**config.mk**
```make
export PLATFORM = sky130hd
export DESIGN_NAME = cir_sqrt
export DESIGN_NICKNAME = d
export VERILOG_FILES = /design/src/rtl/core/contact_impulse_resolver_top_macros.svh /design/src/rtl/core/cir_pkg.sv /design/src/rtl/core/cir_sqrt.sv
export SDC_FILE = /design/constraint.sdc
export NUM_CORES = 2
export LEC_CHECK = 0
export BUFFER_PORTS_ARGS = -buffer_cell sky130_fd_sc_hd__buf_2
export CAP_MARGIN = 10
export CORE_AREA = 2 2 493 495
export DETAILED_ROUTE_END_ITERATION = 12
export DIE_AREA = 0 0 495 497
export PLACE_DENSITY = 0.66
export REMOVE_ABC_BUFFERS = 1
export SYNTH_ARGS = -nofsm -noshare
export SYNTH_HDL_FRONTEND = slang
export SYNTH_MEMORY_MAX_BITS = 65536
export SYNTH_SLANG_ARGS = --single-unit
```
**constraint.sdc**
```tcl
create_clock -name clock -period 7.48 [get_ports clock]
set_input_delay 1.87 -clock clock [delete_from_list [all_inputs] [get_ports clock]]
set_output_delay 1.87 -clock clock [all_outputs]
set_load 0.02 [all_outputs]
```
**src/rtl/core/contact_impulse_resolver_top_macros.svh**
```systemverilog
// Assertion macros shared by the resolver RTL.
`ifndef CONTACT_IMPULSE_RESOLVER_TOP_MACROS_SVH
`define CONTACT_IMPULSE_RESOLVER_TOP_MACROS_SVH
// Property checked on every rising clock edge outside reset.
`define CIR_ASSERT(lbl, prop, msg) \
   lbl: assert property (@(posedge clock) disable iff (reset) prop) else $error(msg);
// Property checked on every rising clock edge, reset cycles included.
`define CIR_ASSERT_ALWAYS(lbl, prop, msg) \
   lbl: assert property (@(posedge clock) prop) else $error(msg);
`endif

```
**src/rtl/core/cir_pkg.sv**
```systemverilog
// Shared fixed-point types, constants and saturation helper of the contact resolver.
package cir_pkg;
   typedef logic signed [31:0] fix_type;

   localparam fix_type FIX_MAX = 32'sh7fffffff;
   localparam fix_type FIX_MIN = 32'sh80000000;

   // Bit positions inside the freeze flags.
   localparam int FRZ_AX = 0;
   localparam int FRZ_AY = 1;
   localparam int FRZ_BX = 2;
   localparam int FRZ_BY = 3;

   function automatic fix_type cir_sat(input logic signed [63:0] v);
      if (v > 64'sd2147483647) begin
         return FIX_MAX;
      end
      if (v < -64'sd2147483648) begin
         return FIX_MIN;
      end
      return fix_type'(v[31:0]);
   endfunction
endpackage

```
**src/rtl/core/cir_sqrt.sv**
```systemverilog
// Pipelined integer square root, one result bit per stage, 64-bit radicand.
module cir_sqrt import cir_pkg::*; (
   input  logic        clock,
   input  logic        en,
   input  logic [63:0] rad,
   output logic [31:0] root
);
   localparam int STEPS = 32;

   logic [63:0] rad_ff  [0:STEPS];
   logic [33:0] rem_ff  [0:STEPS];
   logic [31:0] root_ff [0:STEPS];
   logic [63:0] rad_in  [1:STEPS];
   logic [33:0] rem_in  [1:STEPS];
   logic [31:0] root_in [1:STEPS];
   logic [35:0] part    [1:STEPS];
   logic [35:0] trial   [1:STEPS];

   // Each step brings down two radicand bits and tries the next root bit.
   always_comb begin
      for (int s = 1; s <= STEPS; s++) begin
         part[s]   = {rem_ff[s-1], rad_ff[s-1][63:62]};
         trial[s]  = {2'b00, root_ff[s-1], 2'b01};
         rad_in[s] = {rad_ff[s-1][61:0], 2'b00};
         if (part[s] >= trial[s]) begin
            rem_in[s]  = 34'(part[s] - trial[s]);
            root_in[s] = {root_ff[s-1][30:0], 1'b1};
         end else begin
            rem_in[s]  = part[s][33:0];
            root_in[s] = {root_ff[s-1][30:0], 1'b0};
         end
      end
   end

   always_ff @(posedge clock) begin
      if (en) begin
         rad_ff[0]  <= rad;
         rem_ff[0]  <= '0;
         root_ff[0] <= '0;
         for (int s = 1; s <= STEPS; s++) begin
            rad_ff[s]  <= rad_in[s];
            rem_ff[s]  <= rem_in[s];
            root_ff[s] <= root_in[s];
         end
      end
   end

   assign root = root_ff[STEPS];
endmodule

```
* Word-level counts from Yosys, hierarchy flattened
Memory sizes are Yosys's and may differ from the RTL's.
Index checks and enable logic that the tools add are counted.
** Storage, ports and cells
- Flip-flop bits (word level) :: 0
- Bits in latches :: 0
- Memory bits (writable) :: 4290
- Memory bits (read-only) :: 0
- Bits of input ports :: 66
- Output and inout bits :: 32
- Logic and storage cells :: 133
- Memories kept :: 3
** Memory list
- rad_ff :: depth 33, bits a word 64, read ports 32, clocked after memory_dff 0, write ports 33, line cir_sqrt.sv:10 : logic [63:0] rad_ff [0:STEPS];
- rem_ff :: depth 33, bits a word 34, read ports 32, clocked after memory_dff 0, write ports 33, line cir_sqrt.sv:11 : logic [33:0] rem_ff [0:STEPS];
- root_ff :: depth 33, bits a word 32, read ports 33, clocked after memory_dff 0, write ports 33, line cir_sqrt.sv:12 : logic [31:0] root_ff [0:STEPS];
** Cells by class
- $add $sub $neg :: 32
- Multipliers :: 0
- Div/mod/pow operators :: 0
- $lt $le $gt $ge :: 32
- Equality and inequality tests :: 0
- Shift-type cells :: 0
- Muxes and demuxes :: 66
- Bitwise logic cells :: 0
- Reduce and logical (&&, ||, !) cells :: 0
** Operators by type and width (number)
- $ge 36x34->1 :: 32
- $mux 34 :: 32
- $sub 34x34->34 :: 32
- $mux 1 :: 34

* Depth between registers and ports, before layout
An unclocked memory read counts as a cell.
- Depth after elaboration :: 3
- Mapped depth :: 14

* Worst setup path after synthesis
OpenSTA, ideal clock, no wires.
- Path kind :: flip-flop to flip-flop
- Start :: memory rem_ff[13][0], in the netlist rem_ff[0][442]
- End :: memory rem_ff[14][22], in the netlist rem_ff[0][498], data pin
- Data arrival time :: 2964 ps
- Data required time :: 7222 ps
- Slack :: 4258 ps
- Cell stages (with the launch flop) :: 11
- Buffers on the path :: 0
- Clock period less this slack :: 3222 ps
- Path through :: edfxtp_1 -> ha_1 -> nor2b_1 -> o21a_1 -> o21ai_0 -> a21boi_0 -> o41a_1 -> a2111o_1 -> or3_1 -> or3_1 -> xnor2_1
** RTL lines (line)
- from (decl) :: cir_sqrt.sv:11

==> results.md <==
- Routed met2 length: 125 mm
- Reg-to-Reg Start: rem_ff[0][432]$_DFFE_PP_
- Clk_skew: 74.9 ps
- Pin count of the biggest net entering global routing: 195
- Num ports: 98
- WL final: 247 mm
- Slew margin rel.: 28.7%
- Crit path launch: rem_ff[0][432]$_DFFE_PP_
- Combinational power share: 18.8%
- Met1 WL: 105 mm
- Final Hold Vio Count: 0
- # DRC: 0
- Area grow syn2layout: 11.3%
- EDFF count, synth: 2,587
- Period utilisation layout: 56.2%
- Gpl congestion: 0.891
- Max VDD drop: 234 uV
- Vias per cell: 5.56
- Min-delay worst type: reg -> reg
- Crit path time final: 4210 ps
- Critical path type: reg -> reg
- TritonCTS Buffers: 297
- Clock sinks: 2,587
- Synth area leaders: edfxtp_1, ha_1, xnor2_1, xor2_1, a21oi_1
- Ratio of cells with drive above 1 in the final layout: 7.40%
- Yosys Warn Count: 0
- Synth top cells by count: edfxtp_1, inv_1, nand2_1
- Critical Path End Type: flop
- IO buf count: 97
- Setup bufs post-CTS: 0
- Worst reg2reg setup slack: 3270 ps
- Clk_lat worst skew: 920 ps
- Clock-pin slew on the worst setup and hold paths: 60 ps
- Int Pwr: 29.8 mW
- Mapped Cells: 9,247
- Hold Crit Start: rad_ff[0][474]$_DFFE_PP_
- Die ar.: 0.246 sq mm
- Initial antenna violation count: 2
- Die height: 497 microns
- Pre-CTS WS: 3310 ps
- Clock power frac: 33.9%
- Slew @ Worst Pin: 1070 ps
- CP startpoint kind: flop
- Yosys cell types: 94
- Clock Path Buffers: 4
- Synth Register Bits: 2,587
- Max Used Layer: met4
- GRT overflow: 0
- Die W: 495 microns
- Status: finished, final reports clean
- Vias: 71,700
- CTS tree: done
- Number of global-route vias before repair: 70,200
- Final net count: 10,100
- Max Slew Vio Count: 0
- Num rows: 180
- Synth area leader: edfxtp_1
- Starting DRT DRC Count: 5,448
- Cell with the most instances after synthesis: edfxtp_1
- Max cap viols: 0
- Floorplan core area: 0.240 sq mm
- Share of the synthesized area in the top cell type: 64.8%
- Net Sw Frac: 27.6%
- First-pass GRT wire length: 387 mm
- Post-Syn Area per Cell: 13.0 sq um
- Crit path DAT: 4810 ps
- Post-route ant nets: 0
- Initial DRT Pass Iterations: 6
- Initial Util: 50.0%
- Setup TNS: 0 ps
- Mapped cell area: 0.120 sq mm
- Post-route setup slack: 3270 ps
- Final setup viols: 0
- CTS resizes: 0
- H-tree depth: 5
- DP Wirelength: 175 mm
- Pleak: 50.6 nW
- Worst-path maximum fanout: 18
- Req. time, crit path: 8080 ps
- WL/cell: 19.1 microns
- RSZ-0062 raised after global routing: no
- Sequential share of the synthesized area: 64.8%
- Net Sw Power: 11.4 mW
- Clk root buf: clkbuf_16
- Fmax: 238 MHz
- Total GRT Usage: 19.7%
- Seq pwr share: 47.2%
- PD cells: 308 mW/mm^2
- Routed wl met3: 9.32 mm
- # hold bufs at CTS: 0
- Asr flop ratio synth: 0%
- Main synth FF type: edfxtp_1
==> worst max-delay path: stages (launching register included) <==
cell      delay, ps
edfxtp_1        450
or4_1           600
or4_1           460
or3_1           370
nand4b_1        240
a211oi_2        700
inv_2           360
nand3_2         190
or3_1           280
nor4_1          120
xor2_1          150
==> placed cells by master, fill, tap and decap left out, types with 49 or more instances in the layout <==
cell,count
a21o_1,215
a21oi_1,574
a31oi_1,59
and3_1,49
buf_2,96
clkbuf_1,52
clkbuf_16,303
clkinv_1,51
edfxtp_1,2587
ha_1,562
inv_1,695
mux2_2,66
nand2_1,661
nand2b_1,114
nand3_1,153
nand4_1,86
nor2_1,550
nor2b_1,71
nor3_1,226
nor4_1,128
o21a_1,99
o21ai_0,514
o31ai_1,51
or3_1,95
or4_1,54
xnor2_1,429
xor2_1,425
==> state kept, by name (all words and copies together) (netlist names) <==
name     flops
rad_ff    1056
rem_ff    1003
root_ff    528
==> metal layers <==
layer | vias to the layer above | GRT usage [%]
li1 | 34700 | -
met1 | 34900 | 25.3
met2 | 1594 | 34.6
met3 | 501 | 2.47
met4 | 0 | 6.29
met5 | - | 0
==> cells by family after synthesis <==
family / count (synthesis) / synth area share [%]
flip-flops: 2587 / 64.8
AND/OR/NAND/NOR: 2399 / 9.92
buffers and inverters: 911 / 2.97
other: 1 / 0.00313
AO/OA/AOI/OAI: 1851 / 9.50
XOR/XNOR: 854 / 6.23
adder cells (fa/ha/maj): 562 / 5.86
multiplexers: 82 / 0.753
==> area by class of cell <==
cell class	instances	area, sq um
flip-flops and latches	2587	77700
inverters	699	2620
clock inverters	159	1580
well taps	3185	3990
multi-input cells	5749	38800
fillers	19600	107000
repair buffers	153	1100
clock buffers	355	7780
diodes	1	2.50
==> power groups by stage <==
stage / clock, mW / sequential [mW] / combinational, mW
floorplan: 0 / 19.2 / 5.69
global placement: 0 / 19.7 / 7.56
detailed placement: 0 / 19.8 / 7.67
CTS: 14.4 / 19.5 / 7.73
global route: 14.9 / 19.6 / 8.63
finish: 14.0 / 19.4 / 7.76
==> worst paths after layout <==
check / end / cells after the start
worst max-delay path: rem_ff[0][469]$_DFFE_PP_ / 10
worst min-delay path: rad_ff[0][540]$_DFFE_PP_ / 0
worst max register to register: rem_ff[0][469]$_DFFE_PP_ / 10
worst min register to register: rad_ff[0][540]$_DFFE_PP_ / 0
==> metrics by stage <==
step / util (%) / power (mW) / cell area, sq um / hold WS (ps) / cells
6_report: 55.6 / 41.2 / 134000 / 391 / 12900
5_1_grt: 55.6 / 43.1 / 134000 / 402 / 12900
4_1_cts: 55.6 / 41.6 / 134000 / 394 / 12900
3_5_place_dp: 51.7 / 27.4 / 124000 / 405 / 12400
3_3_place_gp: 51.7 / 27.3 / 124000 / 400 / 12400
2_1_floorplan: - / 24.9 / 119000 / 400 / 9035
(Power assumes the default switching activity.)
