<file path="src/rtl/core/contact_impulse_resolver_top_macros.svh">
// Assertion macros shared by the resolver RTL.
`ifndef CONTACT_IMPULSE_RESOLVER_TOP_MACROS_SVH
`define CONTACT_IMPULSE_RESOLVER_TOP_MACROS_SVH
// Property checked on every rising clock edge outside reset.
`define CIR_ASSERT(lbl, prop, msg) \
   lbl: assert property (@(posedge clock) disable iff (reset) prop) else $error(msg);
// Property checked on every rising clock edge, reset cycles included.
`define CIR_ASSERT_ALWAYS(lbl, prop, msg) \
   lbl: assert property (@(posedge clock) prop) else $error(msg);
`endif

</file>
<file path="src/rtl/core/cir_dly.sv">
// Stallable delay line that carries an item's context and valid bit beside a unit.
module cir_dly #(
   parameter int W     = 8,
   parameter int DEPTH = 2
) (
   input  logic         clock,
   input  logic         reset,
   input  logic         en,
   input  logic         vld_i,
   input  logic [W-1:0] d_i,
   output logic         vld_o,
   output logic [W-1:0] d_o
);
   logic [W-1:0] data_ff [0:DEPTH-1];
   logic         vld_ff  [0:DEPTH-1];

   always_ff @(posedge clock) begin
      if (en) begin
         data_ff[0] <= d_i;
         for (int i = 1; i < DEPTH; i++) begin
            data_ff[i] <= data_ff[i-1];
         end
      end
   end

   always_ff @(posedge clock) begin
      if (reset) begin
         for (int i = 0; i < DEPTH; i++) begin
            vld_ff[i] <= 1'b0;
         end
      end else if (en) begin
         vld_ff[0] <= vld_i;
         for (int i = 1; i < DEPTH; i++) begin
            vld_ff[i] <= vld_ff[i-1];
         end
      end
   end

   assign vld_o = vld_ff[DEPTH-1];
   assign d_o   = data_ff[DEPTH-1];
endmodule

</file>
<file path="config.mk">
export PLATFORM = sky130hd
export DESIGN_NAME = cir_dly
export DESIGN_NICKNAME = d
export VERILOG_FILES = /design/src/rtl/core/contact_impulse_resolver_top_macros.svh /design/src/rtl/core/cir_dly.sv
export SDC_FILE = /design/constraint.sdc
export NUM_CORES = 1
export LEC_CHECK = 0
export BUFFER_PORTS_ARGS = -buffer_cell sky130_fd_sc_hd__buf_4
export CAP_MARGIN = 25
export CORE_ASPECT_RATIO = 1.4
export CORE_MARGIN = 3
export CORE_UTILIZATION = 30
export DETAILED_ROUTE_END_ITERATION = 10
export SYNTH_ARGS = -nofsm -noshare
export SYNTH_HDL_FRONTEND = slang
export SYNTH_SLANG_ARGS = --single-unit
</file>
<file path="constraint.sdc">
create_clock -name clock -period 0.9 [get_ports clock]
set_input_delay 0.18 -clock clock [delete_from_list [all_inputs] [get_ports clock]]
set_output_delay 0.18 -clock clock [all_outputs]
set_load 0.02 [all_outputs]
</file>
* Yosys cells after proc, flatten, opt, wreduce, memory -nomap -nowiden
Memories as Yosys holds them, arrays and structs flattened.
Index checks and enable logic that the tools add are counted.
** Cells by class
- Multiplexer cells :: 8
- Bitwise logic cells :: 2
** Operators with widths (number)
- 2-to-1 mux 1 bit :: 8
- bitwise OR 1 bit :: 2
** Word-level totals
- Flip-flop bits (word level) :: 0
- RAM bits :: 18
- Input bits :: 12
- Word-level logic and storage cells :: 12
- Memories :: 2
** Memory list
- data_ff :: depth 2, bits a word 8, rd ports 2, clocked after memory_dff 0, write ports 2, line cir_dly.sv:14 : logic [W-1:0] data_ff [0:DEPTH-1];
- vld_ff :: depth 2, bits a word 1, rd ports 2, clocked after memory_dff 0, write ports 2, line cir_dly.sv:15 : logic vld_ff [0:DEPTH-1];

* Logic depth before layout (Yosys ltp)
Gate-level depths: netlist of the first run.
- Depth after elaboration :: 4
- Mapped depth :: 1
- Mapped depth without buffers :: 1

* Worst setup path after synthesis of the first run
OpenSTA, ideal clock, no wires.
- Kind :: register to register
- Start :: mem vld_ff[0][0]
- End :: mem vld_ff[1][0] (netlist: vld_ff[0][1]), data pin
- Setup time :: 256 ps
- Arrival time :: 508 ps
- Required time :: 644 ps
- Slack :: 136 ps
- Stages on the path, launching flop included :: 2
- Clock period less this slack :: 764 ps
- Path through :: edfxtp_1 > and3b_2
** RTL lines (line)
- start, declared :: cir_dly.sv:15

==> metrics.txt, run 1 <==
setup TNS=-0.9781 ns; global-route usage over all layers=7.192%; syn_area_per_cell=21.62 um2; io pins=21; pre-CTS WS=0.06295 ns; CTS Buffer Depth=2; fin. max-slew vios=0; combinational share of power=10.0%; Max VDD drop=0.0009147 V; max_cap viols=0; CP delay by family, top=flip-flops; Die W=44.63 um; Switching Fraction=20.51%; Port Buf Inserts=20; GP Congestion=0.5725; die footprint=2682 um2; Mapped Nets=41; number of H-tree levels=1; LEAKAGE=0.3256 nW; Initial Utilization=33.53%; worst-path maximum fanout=1; met3 WL=90 um; CP max stage cell=edfxtp_1; CTS clk-pin slew, worst paths=0.10 ns; WP data arrival=0.85 ns; Final setup viols=9; clk sinks=18; CP peak stage delay=0.41 ns; Tcrit/Tclk final=114.8%; fmax=968.1 MHz; ANT cells=0; FF-to-FF setup slack=0.08 ns; Int Pwr=1.245 mW; Synth Warn #=0; clk_skew=0.006884 ns; Routed Antenna Nets=0; HP Class=in2reg; Root Buffer=clkbuf_4; drt total wl=783 um; worst slew pin tran=0.1020 ns; area of the mapped netlist=626.9 um2; Hold WS=0.05200 ns; WL/cell=11.86 um; hold buffers post-CTS=0; final net count=59; unique cell type count in the Yosys netlist=4; Initial DRC Count=2; CP Class=reg2out; top sig layer=met4; Die Ht=60.09 um; ratio of cells with drive above 1 in the final layout=56.52%; routed wl met2=359 um; sequential share of power=64.6%; outcome=complete, but fails checks; Critical Path, Cell by Cell=buf_6; post-CTS resize count=9; Tmin final=1.033 ns; type of element launching the critical path=flip-flop; failing checks=negative setup slack; overall power=1.566 mW; maximum number of pins on one net before global-route repair=16; CTS tree=yes; routed vias=284; DRT Pass-1 Iters=3; sequential element share of the synthesized area=86.23%; Cells after Synth=29; vias per std cell=4.303; number of global-route vias before repair=263; DRC viols=0; Crit path buffers/inverters=1; Rel. slew slack=93.20%; RSZ-0062 raised after global routing=true; Post-CTS Setup Bufs=0; Clock power frac=25.4%; first-pass GRT wire length=1228 um; FF+latch count, synth=18; Core Area=1869 um2; num rows=18; Post-Route M1 WL=282 um; power density cells=1905 nW/um2; Area Overhead vs Synth=31.14%; Psw=321.1 uW; CP Capture Type=output pin; Crit path required time=0.72 ns; Clock Latency Late Sink=0.30 ns; filler instances=180; final hold vios=0; fin worst setup slack=-0.1329 ns; Congestion Overflow GR=0; antenna violations before repair=0; HPWL after DPL=592.7 um; CTS Buf Count=3
==> cells in the mapped netlist <==
library cell / n / area [um2]
and3b_2: 2 / 20.02
buf_4: 8 / 60.06
edfxtp_1: 18 / 540.5
or2_1: 1 / 6.260
==> flip-flops by register name, summed over array words and instances, names as in the netlist <==
signal	flops
data_ff	16
vld_ff	2
==> cells by family (layout without fill, tap and decap cells) <==
logic type | Yosys count | count (layout) | synth area share, %
flip-flops | 18 | 18 | 86.23
buffers and inverters | 8 | 25 | 9.581
AND/OR/NAND/NOR | 3 | 3 | 4.192
==> power by group through the flow <==
stage | sequential (mW) | combinational (mW) | clock (mW)
3_3_place_gp | 1.02 | 0.141 | 0
2_1_floorplan | 1.03 | 0.0703 | 0
5_1_grt | 1.02 | 0.165 | 0.440
4_1_cts | 1.01 | 0.159 | 0.412
3_5_place_dp | 1.03 | 0.144 | 0
6_report | 1.01 | 0.156 | 0.397
==> layout by cell type (no fill, tap or decap) <==
master	synthesis	routed
edfxtp_1	18	18
buf_4	8	11
buf_6	0	9
clkbuf_4	0	3
and3b_2	2	2
or2_1	1	1
clkinv_1	0	1
buf_12	0	1
==> stage by stage <==
stage / instance area, um2 / std cells / util, %
6_report: 822.0 / 66 / 43.98
5_1_grt: 822.0 / 66 / 43.98
4_1_cts: 822.0 / 66 / 43.98
3_5_place_dp: 762.0 / 62 / 40.76
3_3_place_gp: 762.0 / 62 / 40.76
2_1_floorplan: 626.9 / 29 / -
==> path summary, 6_finish.rpt <==
kind                              startpoint  cells after the start                          to
setup / recovery  vld_ff[0][1]$_SDFFCE_PN0P_                      1                       vld_o
hold / removal                        d_i[5]                      1     data_ff[0][5]$_DFFE_PP_
setup reg to reg  vld_ff[0][0]$_SDFFCE_PN0P_                      1  vld_ff[0][1]$_SDFFCE_PN0P_
hold reg to reg      data_ff[0][6]$_DFFE_PP_                      0    data_ff[0][14]$_DFFE_PP_
==> cell type report <==
| cell class | count | area, um2 | area share (%) |
|---|---|---|---|
| repair buffers | 21 | 203.9 | 24.81 |
| flip-flops and latches | 18 | 540.5 | 65.75 |
| multi-input cells | 3 | 26.28 | 3.196 |
| clock buffers | 3 | 22.52 | 2.740 |
| clock inverters | 1 | 3.754 | 0.4566 |
| well taps | 20 | 25.02 | 3.044 |
==> layer usage <==
layer | global-route usage, % | up-vias
met3 | 2.108 | 5
met1 | 7.930 | 127
met5 | 0 | -
met2 | 9.651 | 19
met4 | 9.052 | 0
li1 | - | 133
(Power assumes the default switching activity.)
==> run 2, diff against run 1 <==
--- a/config.mk
+++ b/config.mk
@@ -7,10 +7,10 @@
 export LEC_CHECK = 0
 export BUFFER_PORTS_ARGS = -buffer_cell sky130_fd_sc_hd__buf_4
 export CAP_MARGIN = 25
-export CORE_ASPECT_RATIO = 1.4
-export CORE_MARGIN = 3
-export CORE_UTILIZATION = 30
+export CORE_AREA = 3 3 40 42
 export DETAILED_ROUTE_END_ITERATION = 10
+export DIE_AREA = 0 0 43 45
+export PLACE_DENSITY = 0.75
 export SYNTH_ARGS = -nofsm -noshare
 export SYNTH_HDL_FRONTEND = slang
 export SYNTH_SLANG_ARGS = --single-unit
==> constraint.sdc (replaced) <==
create_clock -name clock -period 1.2 [get_ports clock]
set_input_delay 0.24 -clock clock [delete_from_list [all_inputs] [get_ports clock]]
set_output_delay 0.24 -clock clock [all_outputs]
set_load 0.02 [all_outputs]
==> run 2 against run 1 <==
First-iteration DRC count decreased by 100%. Clock-buffer cell count unchanged. Hold slack improved by 0.087 ns. Non-clock buffer count decreased by 1. Clock skew decreased by 0.0042 ns. Wire length decreased by 13%. Largest cell class unchanged. Sequential share of layout area increased by 5.5 points. Utilization increased by 15 points. Highest routed layer unchanged. The flow now finishes without violations. Combinational power decreased by 37%.
==> metrics.txt, run 2 (same netlist as run 1, synthesis figures left out) <==
outcome=finished clean; CP max stage cell=edfxtp_1; setup TNS=0 ns; overall power=1.112 mW; worst slew pin tran=0.2170 ns; final net count=58; number of H-tree levels=1; CTS clk-pin slew, worst paths=0.08 ns; Tcrit/Tclk final=87.11%; CP peak stage delay=0.37 ns; Critical Path, Cell by Cell=buf_4; Tmin final=1.045 ns; Crit path required time=0.96 ns; Rel. slew slack=85.53%; die footprint=1935 um2; clk sinks=18; global-route usage over all layers=7.254%; power density cells=1467 nW/um2; Core Area=1285 um2; ratio of cells with drive above 1 in the final layout=56.82%; CP delay by family, top=flip-flops; CP Capture Type=output pin; hold buffers post-CTS=0; fin. max-slew vios=0; Max VDD drop=0.0007415 V; Die Ht=45 um; max_cap viols=0; fmax=956.6 MHz; Largest Register=data_ff; CP Class=reg2out; type of element launching the critical path=flip-flop; Crit path buffers/inverters=1; DRT Pass-1 Iters=1; vias per std cell=4.305; HP Class=in2reg; WP data arrival=0.81 ns; io pins=21; CTS Buffer Depth=2; Routed Antenna Nets=0; worst-path maximum fanout=1; Clock Latency Late Sink=0.27 ns; GP Congestion=0.5658; Die W=43 um; Initial DRC Count=0; antenna violations before repair=0; Initial Utilization=48.78%; Post-CTS Setup Bufs=0; Port Buf Inserts=20; clk_skew=0.002634 ns; LEAKAGE=0.3038 nW; Congestion Overflow GR=0; DRC viols=0; Area Overhead vs Synth=20.96%; top flop regs=data_ff: 16 flops, vld_ff: 2 flops; routed vias=254; CTS tree=yes; commonest non-fill, non-tap cell in the layout=buf_4; CTS Buf Count=3; drt total wl=679 um; max reg flops=16; WL/cell=11.51 um; Root Buffer=clkbuf_4; maximum number of pins on one net before global-route repair=20; first-pass GRT wire length=945 um; Final setup viols=0; number of global-route vias before repair=218; final hold vios=0; ANT cells=0; num rows=13; RSZ-0062 raised after global routing=false; post-CTS resize count=0; most frequent cells in the layout=buf_4, edfxtp_1, clkbuf_4, and3b_2, or2_1
==> run 2: cell types whose count changed in the layout (fill, tap and decap cells not counted) <==
cell	delta
buf_6	-9
buf_12	-1
clkinv_1	-1
buf_4	+9
==> run 2: path summary, 6_finish.rpt <==
path                               from                         end  slack [ns]  cells after the start
max             data_ff[0][8]$_DFFE_PP_                      d_o[0]        0.15                      1
min                              d_i[6]     data_ff[0][6]$_DFFE_PP_        0.14                      1
min reg2reg     data_ff[0][6]$_DFFE_PP_    data_ff[0][14]$_DFFE_PP_        0.42                      0
max reg2reg  vld_ff[0][0]$_SDFFCE_PN0P_  vld_ff[0][1]$_SDFFCE_PN0P_        0.40                      1
==> run 2: through the flow <==
stage / worst slack (ns) / cells / cell area, um2 / hold WS (ns) / utilization, %
global placement: 0.2618 / 56 / 735.7 / 0.4010 / 57.25
CTS: 0.1363 / 59 / 758.2 / 0.1290 / 59.01
finish: 0.1546 / 59 / 758.2 / 0.1389 / 59.01
global route: 0.1067 / 59 / 758.2 / 0.1113 / 59.01
detailed placement: 0.2459 / 56 / 735.7 / 0.4054 / 57.25
floorplan: 0.4363 / 29 / 626.9 / 0.3389 / -
==> run 2: cell type report <==
class | instances | area, um2
repair buffers | 20 | 150.1
clock buffers | 3 | 22.52
well taps | 15 | 18.77
multi-input cells | 3 | 26.28
flip-flops and latches | 18 | 540.5
fillers | 106 | 526.8
==> run 2: power by group <==
part	total, mW	leakage (nW)	switching (mW)	internal [mW]
clock	0.260	0.0138	0.144	0.116
combinational	0.0979	0.112	0.0485	0.0494
sequential	0.754	0.178	0.0104	0.744
total	1.11	0.304	0.203	0.909
==> run 2: routing by layer <==
metal | track usage (%) | up-vias | wire (um)
met5 | 0 | - | 0
met2 | 10.18 | 15 | 324
met3 | 2.789 | 2 | 81
met4 | 7.229 | 0 | 4
met1 | 8.333 | 106 | 268
li1 | - | 131 | -
